$ cat config.mk
export PLATFORM = sky130hd
export DESIGN_NAME = bounded_deque
export DESIGN_NICKNAME = d
export VERILOG_FILES = /design/src/rtl/bd_pkg.sv /design/src/rtl/bd_cell.sv /design/src/rtl/bounded_deque.sv
export SDC_FILE = /design/constraint.sdc
export NUM_CORES = 2
export LEC_CHECK = 0
export ABC_AREA = 1
export BUFFER_PORTS_ARGS = -buffer_cell sky130_fd_sc_hd__buf_4
export CAP_MARGIN = 10
export CORE_UTILIZATION = 30
export DETAILED_ROUTE_END_ITERATION = 8
export HOLD_SLACK_MARGIN = 0.05
export SYNTH_ARGS = -nofsm -noshare
export SYNTH_HDL_FRONTEND = slang
export SYNTH_SLANG_ARGS = --single-unit
$ cat constraint.sdc
create_clock -name aclk -period 6 [get_ports aclk]
set_input_delay 0.3 -clock aclk [delete_from_list [all_inputs] [get_ports aclk]]
set_output_delay 0.3 -clock aclk [all_outputs]
set_load 0.03 [all_outputs]
$ cat src/rtl/bd_pkg.sv
// bd_pkg: shared types and constants of the bounded deque.
// Holds operation codes, controller states and the per-cell control word.
// No dependencies.
package bd_pkg;

    localparam int COUNT_W     = 5;
    localparam int LIMIT_W     = 5;
    localparam int OP_W        = 4;
    localparam int MAX_RESULTS = 16;

    localparam logic [COUNT_W-1:0] CAP_RESET = 5'd16;

    typedef enum logic [OP_W-1:0] {
        OP_PUSH_FRONT   = 4'd0,
        OP_PUSH_BACK    = 4'd1,
        OP_POP_FRONT    = 4'd2,
        OP_POP_BACK     = 4'd3,
        OP_PEEK_FRONT   = 4'd4,
        OP_PEEK_BACK    = 4'd5,
        OP_REMOVE_FIRST = 4'd6,
        OP_REMOVE_LAST  = 4'd7,
        OP_CONTAINS     = 4'd8,
        OP_CLEAR        = 4'd9,
        OP_DRAIN        = 4'd10
    } op_t;

    typedef enum logic {
        ST_IDLE,
        ST_DRAIN
    } state_t;

    typedef struct packed {
        logic load_key;
        logic take_right;
        logic take_left;
    } cell_ctl_t;

endpackage

$ cat src/rtl/bd_cell.sv
// bd_cell: one storage cell of the deque chain.
// Holds one entry, compares it with the key and passes match flags on.
// Depends on bd_pkg.
module bd_cell import bd_pkg::*; #(
    parameter int DATA_WIDTH = 32
) (
    input  logic                  aclk,
    input  cell_ctl_t             ctl,
    input  logic                  live,
    input  logic [DATA_WIDTH-1:0] key,
    input  logic [DATA_WIDTH-1:0] left_word,
    input  logic [DATA_WIDTH-1:0] right_word,
    input  logic                  first_in,
    input  logic                  last_in,
    output logic [DATA_WIDTH-1:0] word,
    output logic                  first_out,
    output logic                  last_out
);

    logic [DATA_WIDTH-1:0] word_reg;
    logic [DATA_WIDTH-1:0] word_next;
    logic                  hit;

    assign hit       = live && (word_reg == key);
    assign first_out = first_in || hit;
    assign last_out  = last_in || hit;
    assign word      = word_reg;

    always_comb begin
        word_next = word_reg;
        if (ctl.load_key) begin
            word_next = key;
        end else if (ctl.take_right) begin
            word_next = right_word;
        end else if (ctl.take_left) begin
            word_next = left_word;
        end
    end

    always_ff @(posedge aclk) begin
        word_reg <= word_next;
    end

endmodule

$ cat src/rtl/bounded_deque.sv
// bounded_deque: bounded double-ended queue built as a chain of bd_cell.
// Holds the controller, occupancy, capacity register and result register.
// Depends on bd_pkg and bd_cell.
//
//  channel | direction | handshake             | payload
//  --------+-----------+-----------------------+---------------------------------------
//  s_      | in        | s_valid / s_ready     | s_op, s_data_in, s_drain_limit
//  m_      | out       | m_valid / m_ready     | m_ok, m_data_out, m_count,
//          |           |                       | m_free_slots, m_last
//  cfg_    | in        | cfg_valid / cfg_ready | cfg_capacity
//
// One item per cycle except drain; a drain of n entries gives one result per
// cycle and closes the input until its last result is loaded into the register.
// Results pass through the result register; a stall on m_ready holds it and
// the flow, and the next item is taken in the cycle that the waiting result is taken.
// Synchronous reset empties the deque and sets capacity to 16; entry
// storage is not cleared. cfg_ready is always high.
module bounded_deque import bd_pkg::*; #(
    parameter int DEPTH      = 16,
    parameter int DATA_WIDTH = 32
) (
    input  logic                  aclk,
    input  logic                  aresetn,
    input  logic                  s_valid,
    output logic                  s_ready,
    input  logic [OP_W-1:0]       s_op,
    input  logic [DATA_WIDTH-1:0] s_data_in,
    input  logic [LIMIT_W-1:0]    s_drain_limit,
    output logic                  m_valid,
    input  logic                  m_ready,
    output logic                  m_ok,
    output logic [DATA_WIDTH-1:0] m_data_out,
    output logic [COUNT_W-1:0]    m_count,
    output logic [COUNT_W-1:0]    m_free_slots,
    output logic                  m_last,
    input  logic                  cfg_valid,
    output logic                  cfg_ready,
    input  logic [COUNT_W-1:0]    cfg_capacity
);

    localparam int OW = $clog2(DEPTH + 1);
    localparam int IW = $clog2(DEPTH);
    localparam int CW = (OW > COUNT_W) ? OW : COUNT_W;

    state_t                state_reg, state_next;
    logic [OW-1:0]         occ_reg, occ_next;
    logic [COUNT_W-1:0]    remain_reg, remain_next;
    logic [COUNT_W-1:0]    cap_reg;

    logic                  m_valid_reg;
    logic                  m_ok_reg;
    logic [DATA_WIDTH-1:0] m_data_reg;
    logic [COUNT_W-1:0]    m_count_reg;
    logic [COUNT_W-1:0]    m_free_reg;
    logic                  m_last_reg;

    cell_ctl_t             cell_ctl   [DEPTH];
    logic [DATA_WIDTH-1:0] word       [DEPTH];
    logic [DATA_WIDTH-1:0] left_word  [DEPTH];
    logic [DATA_WIDTH-1:0] right_word [DEPTH];
    logic [DEPTH-1:0]      live;
    logic [DEPTH:0]        first_chain;
    logic [DEPTH:0]        last_chain;

    op_t                   op;
    logic                  out_free;
    logic                  accept;
    logic                  step;
    logic [CW-1:0]         cap_w;
    logic [CW-1:0]         occ_w;
    logic [CW-1:0]         occn_w;
    logic [CW-1:0]         free_w;
    logic [CW-1:0]         lim_w;
    logic [CW-1:0]         part_n;
    logic [CW-1:0]         drain_n;
    logic                  can_push;
    logic                  not_empty;
    logic                  found;
    logic [IW-1:0]         back_idx;

    logic                  res_load;
    logic                  res_ok;
    logic [DATA_WIDTH-1:0] res_data;
    logic                  res_last;

    assign first_chain[0]     = 1'b0;
    assign last_chain[DEPTH]  = 1'b0;

    for (genvar i = 0; i < DEPTH; i++) begin : g_cell
        assign live[i] = OW'(i) < occ_reg;

        if (i == 0) begin : g_head
            assign left_word[i] = '0;
        end else begin : g_body
            assign left_word[i] = word[i-1];
        end

        if (i == DEPTH - 1) begin : g_tail
            assign right_word[i] = '0;
        end else begin : g_inner
            assign right_word[i] = word[i+1];
        end

        bd_cell #(
            .DATA_WIDTH (DATA_WIDTH)
        ) u_cell (
            .aclk       (aclk),
            .ctl        (cell_ctl[i]),
            .live       (live[i]),
            .key        (s_data_in),
            .left_word  (left_word[i]),
            .right_word (right_word[i]),
            .first_in   (first_chain[i]),
            .last_in    (last_chain[i+1]),
            .word       (word[i]),
            .first_out  (first_chain[i+1]),
            .last_out   (last_chain[i])
        );
    end

    assign op        = op_t'(s_op);
    assign out_free  = !m_valid_reg || m_ready;
    assign s_ready   = (state_reg == ST_IDLE) && out_free;
    assign accept    = s_valid && s_ready;
    assign step      = (state_reg == ST_DRAIN) && out_free;
    assign cfg_ready = 1'b1;

    assign cap_w     = (CW'(cap_reg) > CW'(DEPTH)) ? CW'(DEPTH) : CW'(cap_reg);
    assign occ_w     = CW'(occ_reg);
    assign can_push  = occ_w < cap_w;
    assign not_empty = occ_reg != '0;
    assign found     = first_chain[DEPTH];
    assign back_idx  = IW'(occ_reg - OW'(1));
    assign lim_w     = CW'(s_drain_limit);
    assign part_n    = (lim_w < occ_w) ? lim_w : occ_w;
    assign drain_n   = (part_n > CW'(MAX_RESULTS)) ? CW'(MAX_RESULTS) : part_n;

    assign occn_w    = CW'(occ_next);
    assign free_w    = (cap_w > occn_w) ? (cap_w - occn_w) : '0;

    always_comb begin
        state_next = state_reg;
        case (state_reg)
            ST_IDLE: begin
                if (accept && op == OP_DRAIN && drain_n > CW'(1)) begin
                    state_next = ST_DRAIN;
                end
            end
            ST_DRAIN: begin
                if (step && remain_reg == COUNT_W'(1)) begin
                    state_next = ST_IDLE;
                end
            end
            default: begin
                state_next = ST_IDLE;
            end
        endcase
    end

    always_comb begin
        for (int i = 0; i < DEPTH; i++) begin
            cell_ctl[i] = '0;
        end
        res_load    = 1'b0;
        res_ok      = 1'b0;
        res_data    = '0;
        res_last    = 1'b1;
        occ_next    = occ_reg;
        remain_next = remain_reg;
        case (state_reg)
            ST_IDLE: begin
                if (accept) begin
                    res_load = 1'b1;
                    case (op)
                        OP_PUSH_FRONT: begin
                            if (can_push) begin
                                res_ok   = 1'b1;
                                occ_next = occ_reg + OW'(1);
                                for (int i = 0; i < DEPTH; i++) begin
                                    cell_ctl[i].load_key  = (i == 0);
                                    cell_ctl[i].take_left = (i != 0);
                                end
                            end
                        end
                        OP_PUSH_BACK: begin
                            if (can_push) begin
                                res_ok   = 1'b1;
                                occ_next = occ_reg + OW'(1);
                                for (int i = 0; i < DEPTH; i++) begin
                                    cell_ctl[i].load_key = (OW'(i) == occ_reg);
                                end
                            end
                        end
                        OP_POP_FRONT: begin
                            if (not_empty) begin
                                res_ok   = 1'b1;
                                res_data = word[0];
                                occ_next = occ_reg - OW'(1);
                                for (int i = 0; i < DEPTH; i++) begin
                                    cell_ctl[i].take_right = 1'b1;
                                end
                            end
                        end
                        OP_POP_BACK: begin
                            if (not_empty) begin
                                res_ok   = 1'b1;
                                res_data = word[back_idx];
                                occ_next = occ_reg - OW'(1);
                            end
                        end
                        OP_PEEK_FRONT: begin
                            if (not_empty) begin
                                res_ok   = 1'b1;
                                res_data = word[0];
                            end
                        end
                        OP_PEEK_BACK: begin
                            if (not_empty) begin
                                res_ok   = 1'b1;
                                res_data = word[back_idx];
                            end
                        end
                        OP_REMOVE_FIRST: begin
                            if (found) begin
                                res_ok   = 1'b1;
                                occ_next = occ_reg - OW'(1);
                                for (int i = 0; i < DEPTH; i++) begin
                                    cell_ctl[i].take_right = first_chain[i+1];
                                end
                            end
                        end
                        OP_REMOVE_LAST: begin
                            if (found) begin
                                res_ok   = 1'b1;
                                occ_next = occ_reg - OW'(1);
                                for (int i = 0; i < DEPTH; i++) begin
                                    cell_ctl[i].take_right = !last_chain[i+1];
                                end
                            end
                        end
                        OP_CONTAINS: begin
                            res_ok = found;
                        end
                        OP_CLEAR: begin
                            res_ok   = 1'b1;
                            occ_next = '0;
                        end
                        OP_DRAIN: begin
                            if (drain_n != '0) begin
                                res_ok      = 1'b1;
                                res_data    = word[0];
                                res_last    = (drain_n == CW'(1));
                                occ_next    = occ_reg - OW'(1);
                                remain_next = COUNT_W'(drain_n - CW'(1));
                                for (int i = 0; i < DEPTH; i++) begin
                                    cell_ctl[i].take_right = 1'b1;
                                end
                            end
                        end
                        default: begin
                        end
                    endcase
                end
            end
            ST_DRAIN: begin
                if (step) begin
                    res_load    = 1'b1;
                    res_ok      = 1'b1;
                    res_data    = word[0];
                    res_last    = (remain_reg == COUNT_W'(1));
                    occ_next    = occ_reg - OW'(1);
                    remain_next = remain_reg - COUNT_W'(1);
                    for (int i = 0; i < DEPTH; i++) begin
                        cell_ctl[i].take_right = 1'b1;
                    end
                end
            end
            default: begin
            end
        endcase
    end

    always_ff @(posedge aclk) begin
        if (!aresetn) begin
            state_reg   <= ST_IDLE;
            occ_reg     <= '0;
            remain_reg  <= '0;
            cap_reg     <= CAP_RESET;
            m_valid_reg <= 1'b0;
        end else begin
            state_reg  <= state_next;
            occ_reg    <= occ_next;
            remain_reg <= remain_next;
            if (cfg_valid) begin
                cap_reg <= cfg_capacity;
            end
            if (res_load) begin
                m_valid_reg <= 1'b1;
            end else if (m_ready) begin
                m_valid_reg <= 1'b0;
            end
        end
    end

    always_ff @(posedge aclk) begin
        if (res_load) begin
            m_ok_reg    <= res_ok;
            m_data_reg  <= res_data;
            m_count_reg <= COUNT_W'(occn_w);
            m_free_reg  <= COUNT_W'(free_w);
            m_last_reg  <= res_last;
        end
    end

    assign m_valid      = m_valid_reg;
    assign m_ok         = m_ok_reg;
    assign m_data_out   = m_data_reg;
    assign m_count      = m_count_reg;
    assign m_free_slots = m_free_reg;
    assign m_last       = m_last_reg;

endmodule

# After elaboration in Yosys (flattened, before gate mapping)
# Index checks and enable logic that the tools add are counted.
totals:
  register_bits: 573
  latch_bits: 0
  ram_bits: 0
  romBits: 0
  inputBits: 51
  out_inout_bits: 47
  word_cells: 408
  n_memories: 0
classes:
  n_addsub: 5
  n_mul: 0
  n_div: 0
  n_lt_le_gt_ge: 23
  eq_ne: 47
  shift: 0
  mux: 209
  n_bitwise: 2
  n_reduce_logical: 96
ops:
  columns: ["cell", "n"]
  rows:
  - ["32-bit 2-to-1 mux", 55]
  - ["32-bit equality test", 16]
  - ["32-bit binary-select mux with 4-bit select", 1]
  - ["32-bit case mux with 3 select lines", 1]
  - ["1-bit case mux with 2 select lines", 35]
  - ["1-bit 2-to-1 mux", 66]
  - ["5-bit 2-to-1 mux", 13]
  - ["32-bit case mux with 2 select lines", 1]
  - ["1-bit case mux with 4 select lines", 15]
  - ["48-bit 2-to-1 mux", 1]
  - ["3-bit nonzero test", 16]
  - ["4-bit by 5-bit equality test with 1-bit output, first input constant", 8]
  - ["4-bit by 5-bit < comparator with 1-bit output, first input constant", 8]
  - ["2-bit 2-to-1 mux", 16]
  - ["1-bit logical OR", 30]
  - ["5-bit case mux with 5 select lines", 1]
  - ["1-bit logical AND", 22]
  - ["3-bit by 5-bit equality test with 1-bit output, first input constant", 4]
  - ["3-bit by 5-bit < comparator with 1-bit output, first input constant", 4]
  - ["5-bit case mux with 2 select lines", 2]
  - ["4-bit by 3-bit equality test with 1-bit output, second input constant", 4]
  - ["1-bit zero test", 16]
  - ["5-bit by 1-bit subtractor with 5-bit output, second input constant", 3]
  - ["4-bit equality test, second input constant", 3]
  - ["other kinds (27)", 41]

# Logic depth before layout (Yosys ltp)
depth:
  word_depth: 24
  mapped_depth: 31

# By module
# A second synthesis with hierarchy kept.
unflattened:
  cells_unflattened: 6299
  hier_area_um2: 44047.2
modules_own_cells:
  columns: ["module", "instances", "cells_each", "area_each_um2", "seq_area_each_um2"]
  rows:
  - ["bd_cell", 16, 291, 2165.8, 960.9]
  - ["bounded_deque", 1, 1643, 9394.0, 1661.6]

# Worst setup path after synthesis
# OpenSTA, ideal clock, no wires.
synth_path:
  path_type: "reg2reg"
  startpoint: "reg occ_reg[2]"
  endpoint: "reg g_cell[8].u_cell.word_reg[0] (enable)"
  setup_time_ns: 0.562
  arrival_time_ns: 4.200
  required_ns: 5.438
  setup_slack_ns: 1.238
  path_stages_with_launch: 22
  cell_sequence: "dfxtp_1 buf_4 inv_2 ha_1 a21oi_1 o211ai_4 nor2_1 a21oi_1 nor2_1 a31oi_1 inv_1 nand2_1 ha_1 nand4_1 nand2_1 inv_2 nor3_4 buf_4 nand3_2 nand2_4 clkbuf_2 nand3_1"
synth_via:
  elab_chain_len: 22
synth_rtl:
  columns: ["element", "line", "rtl"]
  rows:
  - ["start: declaration", "bounded_deque.sv:46", "logic [OW-1:0] occ_reg, occ_next;"]
  - ["start signal: assignment", "bounded_deque.sv:292", "occ_reg <= occ_next;"]
  - ["1-bit by 5-bit < comparator with 1-bit output", "bounded_deque.sv:90", "assign live[i] = OW'(i) < occ_reg;"]
  - ["1-bit logical AND", "bd_cell.sv:24", "assign hit = live && (word_reg == key);"]
  - ["1-bit logical OR (15 in a row)", "bd_cell.sv:25", "assign first_out = first_in || hit;"]
  - ["1-bit 2-to-1 mux (on tied branches)", "bounded_deque.sv:233, bounded_deque.sv:224", null]
  - ["1-bit case mux with 4 select lines", "bounded_deque.sv:174", "case (op)"]
  - ["48-bit 2-to-1 mux (*)", "bounded_deque.sv:172", "if (accept) begin"]
  - ["1-bit case mux with 2 select lines", "bounded_deque.sv:170", "case (state_reg)"]
  - ["3-bit nonzero test (no line) (*)", null, null]
  - ["end signal: assignment", "bd_cell.sv:41", "word_reg <= word_next;"]
  - ["end: declaration", "bd_cell.sv:20", "logic [DATA_WIDTH-1:0] word_reg;"]
# Mark *: on every way between the ends. The rest lies on a longest branch, timed or not.
# A chain may end at the register's enable or synchronous reset.

# Worst setup path in the final report
layout_path:
  startpoint: "reg occ_reg[4]"
  endpoint: "reg g_cell[11].u_cell.word_reg[8] (data pin)"
layout_via:
  elab_chain_len: 23
layout_rtl:
  columns: ["element", "line", "rtl"]
  rows:
  - ["1-bit by 5-bit < comparator with 1-bit output", "bounded_deque.sv:90", null]
  - ["1-bit logical AND", "bd_cell.sv:24", null]
  - ["1-bit logical OR (15 in a row)", "bd_cell.sv:25", null]
  - ["1-bit 2-to-1 mux (on tied branches)", "bounded_deque.sv:233, bounded_deque.sv:224", null]
  - ["1-bit case mux with 4 select lines", "bounded_deque.sv:174", null]
  - ["48-bit 2-to-1 mux (*)", "bounded_deque.sv:172", null]
  - ["1-bit case mux with 2 select lines", "bounded_deque.sv:170", null]
  - ["32-bit 2-to-1 mux", "bd_cell.sv:33", "end else if (ctl.take_right) begin"]
  - ["32-bit 2-to-1 mux (*)", "bd_cell.sv:31", "if (ctl.load_key) begin"]
  - ["named net g_cell[11].u_cell.word_next[8]", "bd_cell.sv:21", "logic [DATA_WIDTH-1:0] word_next;"]
  - ["end signal: assignment", "bd_cell.sv:41", null]
  - ["end: declaration", "bd_cell.sv:20", null]
# Mark *: on every way through the listed nets, which the timed path passes. The rest lies on a longest branch.

==> impl_results.md <==
- Met3 usage: 0.1205
- Reg2reg end: g_cell[11].u_cell.word[8]
- Worst-skew pair later-pin latency: ~0.70 ns
- CP Class: register to register
- Cells taking the most area after synthesis: edfxtp_1 (39%), nand2_1 (12%), a21oi_1 (6.7%), o21ai_0 (6.6%), nand3_1 (5.0%)
- Core area: ~0.14 sq mm
- Wire per inst: 31.41 um
- Largest net degree at the start of global routing: 105
- DRC: 0
- Yosys cell types: between 60 and 70
- Root Buffer: clkbuf_16
- IO Count: 98
- Final setup fails: 0
- Total number of vias: between 40000 and 50000
- H-tree lvl count: 3
- Drt via density: between 6 and 7
- Starting Density: 0.3023
- Max-slew headroom at the worst pin: 0.07151
- Flop-to-flop setup slack: 0.76 ns
- Register-to-Register Path Depth: 25
- Port Buffers: 96
- Crit-path max FO: 50
- # Max-Cap Violations: 0
- CTS resizes: 0
- Gate Count Post-Synth: around 5800
- Data arrival, critical path: ~5.7 ns
- Worst Hold Class: input pin to register
- Final RePlAce weighted congestion: ~1.1
- Total track usage: 0.3224
- CTS Buf Count: 72
- Starting DRT DRC Count: about 8500
- Avg Cell Area, Syn: between 7 and 8 sq um
- Yosys warnings: 0
- Post-CTS setup buffers: 0
- Share of the synthesized area in the top cell type: 0.3901
- Share of cells above drive strength 1: 0.08536
- CTS max path bufs: 3
- Worst EP required: 6.44 ns
- Layout Nets: 5820
- Vias in the first global route: 41593
- Fin crit share: 0.8728
- Asr flop ratio synth: 0
- Dpl cell area: roughly 0.045 sq mm
- Critical Path Source: occ_reg[4]
- Number of placement rows: between 100 and 150
- Total gr overflow: 0
- Synthesized Nets: 5903
- Critical Path Sink: g_cell[11].u_cell.word[8]
- Max reg flops: a little over 500
- Setup tns final: 0 ns
- Met1 usage: 0.4207
- Final hold vios: 0
- Post-layout min period: roughly 5.2 ns
- Post-DRT Antenna Nets: 0
- R2R Path Start: occ_reg[4]
- Final Max Tran Viols: 0
- Peak Freq: roughly 190 MHz
- DP Cell Count: around 7500
- PnR Total Power: 11.84 mW
- CTS tree: done
- Routed WL: approximately 240000 um
- Clock transition at the registers of the reported paths: ~0.060 ns
- Cell taking the most area after synthesis: edfxtp_1
- Die X: approximately 380 um
- Clk_skew: a little over 0.04 ns
- Pwr dens: 248.2 mW/mm^2
- Post-synth EDFFs: ~560
- RSZ-0062 raised after global routing: false
- Crit. End Element: register
- Crit start category: register
- Status: finished clean
- First-pass iteration count of the detailed router: 7
- GR peak layer: met2
- Initial antenna violation count: 16
- Area Growth Syn to Fin: 11.51%
- Final Instance Area: roughly 0.048 sq mm
- Seq/Total Area, Yosys: 0.3981
- Synth Register Bits: between 500 and 600
- Die H: around 380 um
- Worst-Margin Slew: 1.371 ns
- Dpl hpwl: between 150000 and 200000 um
- Ys flop type: edfxtp_1
- Global-route wire length before repair: approximately 330000 um
- Met2 global-route usage: 0.4399
- DIE AREA: between 0.1 and 0.15 sq mm
- Clk sinks: between 500 and 600
- P_leak: around 19 nW
- Post-route insts no fill: 7699
- Max IR drop VDD: 0.0002038 V
- Area of the mapped netlist: between 0.04 and 0.05 sq mm
report_power, final:
part	switching, mW	leakage [nW]	internal, mW	total, mW
registers	0.115	5.19	4.48	4.60
logic	2.10	12.8	0.696	2.79
clock network	1.98	1.11	2.47	4.45
kinds of logic (layout without fill, tap and decap cells):
logic type	Yosys count	in the layout	share of synthesized area
flops	573	573	0.3981
fa+ha+maj	23	23	0.006900
xor+xnor	270	270	0.05526
buf+inv	1022	992	0.1036
other cells	1	11	0.00008762
compound gates	1608	1608	0.2077
simple gates	2332	2332	0.2283
routing by layer:
layer  wire (um)  part of all wire
met1       90010              0.37
met2       93630              0.39
met3       38650              0.16
met4       19320             0.080
met5         248            0.0010
placed cells by master, fill, tap and decap left out, types with 4 or more instances in the layout:
cell type	Yosys	routed
inv_1	526	525
clkbuf_1	251	11
clkinv_1	16	28
edfxtp_1	556	556
nand3_2	1	5
o21ai_0	567	567
o2111ai_1	13	13
nor2_1	370	367
nand3b_1	5	5
nand3_1	425	420
a211oi_1	34	34
o311ai_1	0	11
nor3_1	55	52
a31oi_1	7	6
nor4_1	12	12
nand2_1	1356	1354
nand2_2	6	8
o211ai_1	12	12
bufinv_16	0	4
o22ai_1	143	143
clkinv_2	0	20
inv_2	25	24
xor2_1	117	116
nand4_1	76	76
xnor2_1	153	152
diode_2	0	10
buf_4	55	266
o22ai_2	29	29
nor2_4	4	5
buf_12	0	15
dfxtp_1	17	16
a21oi_1	576	576
clkbuf_16	0	76
o311ai_0	46	34
nor2_2	5	7
o21ai_1	162	162
dlygate4sd3_1	0	14
ha_1	22	21
synth_stat cells, types with 3 or more instances:
cell       number
a211oi_1       34
a21oi_1       576
a31oi_1         7
buf_1          25
buf_2          78
buf_4          55
buf_6          36
clkbuf_1      251
clkbuf_2        8
clkinv_1       16
dfxtp_1        17
edfxtp_1      556
ha_1           22
inv_1         526
inv_2          25
nand2_1      1356
nand2_2         6
nand2_4         3
nand3_1       425
nand3b_1        5
nand4_1        76
nand4_2         3
nor2_1        370
nor2_2          5
nor2_4          4
nor3_1         55
nor4_1         12
o2111ai_1      13
o211ai_1       12
o21ai_0       567
o21ai_1       162
o22ai_1       143
o22ai_2        29
o311ai_0       46
xnor2_1       153
xor2_1        117
layout make-up:
| cell class | count | area [sq um] |
|---|---|---|
| Multi-Input combinational cell | 4234 | 21430 |
| Tap cell | 1890 | 2365 |
| Fill cell | 15351 | 93860 |
| Clock buffer | 87 | 1943 |
| Inverter | 568 | 2141 |
| Sequential cell | 573 | 17040 |
| Antenna cell | 10 | 25.02 |
| Clock inverter | 40 | 304.0 |
| Timing Repair Buffer | 297 | 2472 |
how the worst min path moves through the flow:
stage	cells after the start	start	endpoint	slack, ns
5_1_grt	4	m_ready	state_reg	0.12
4_1_cts	4	m_ready	state_reg	0.07
2_1_floorplan	1	cfg_valid	cap_reg[4]	0.41
6_report	4	m_ready	state_reg	0.09
3_3_place_gp	2	cap_reg[3]	cap_reg[3]	0.48
3_5_place_dp	2	remain_reg[4]	remain_reg[4]	0.49
per-stage QoR:
stage                     utilization  hold WS [ns]  worst slack, ns
after floorplan                     -        0.4118            1.238
after global placement         0.3197        0.4783           0.8640
after detailed placement       0.3198        0.4868           0.9243
after CTS                      0.3366       0.07051           0.9289
after global routing           0.3369        0.1226           0.3694
final                          0.3371       0.08979           0.7631
repair_timing:
action / in CTS / in global routing
setup endpoints to repair: 0 / 0
endpoints found under the hold margin: 9 / 0
hold buffers: 14 / 0
critical path, cell delays in order, from the launching register on:
cell	delay, ns
dfxtp_1	0.33
clkinv_1	0.06
buf_4	0.18
ha_1	0.31
nand2_1	0.11
nor2_1	0.16
o21ai_2	0.09
o211ai_4	0.14
nor2_1	0.07
a21oi_1	0.20
nor2_1	0.07
a31oi_1	0.19
inv_1	0.08
nand2_1	0.09
ha_1	0.21
nand4_1	0.15
nand2_1	0.18
inv_2	0.09
nor3_4	0.61
buf_4	0.27
nand2_1	0.36
nand2_2	0.20
buf_4	0.48
a21oi_1	0.14
o21ai_0	0.10
nand2_1	0.08
(Power assumes the default switching activity.)
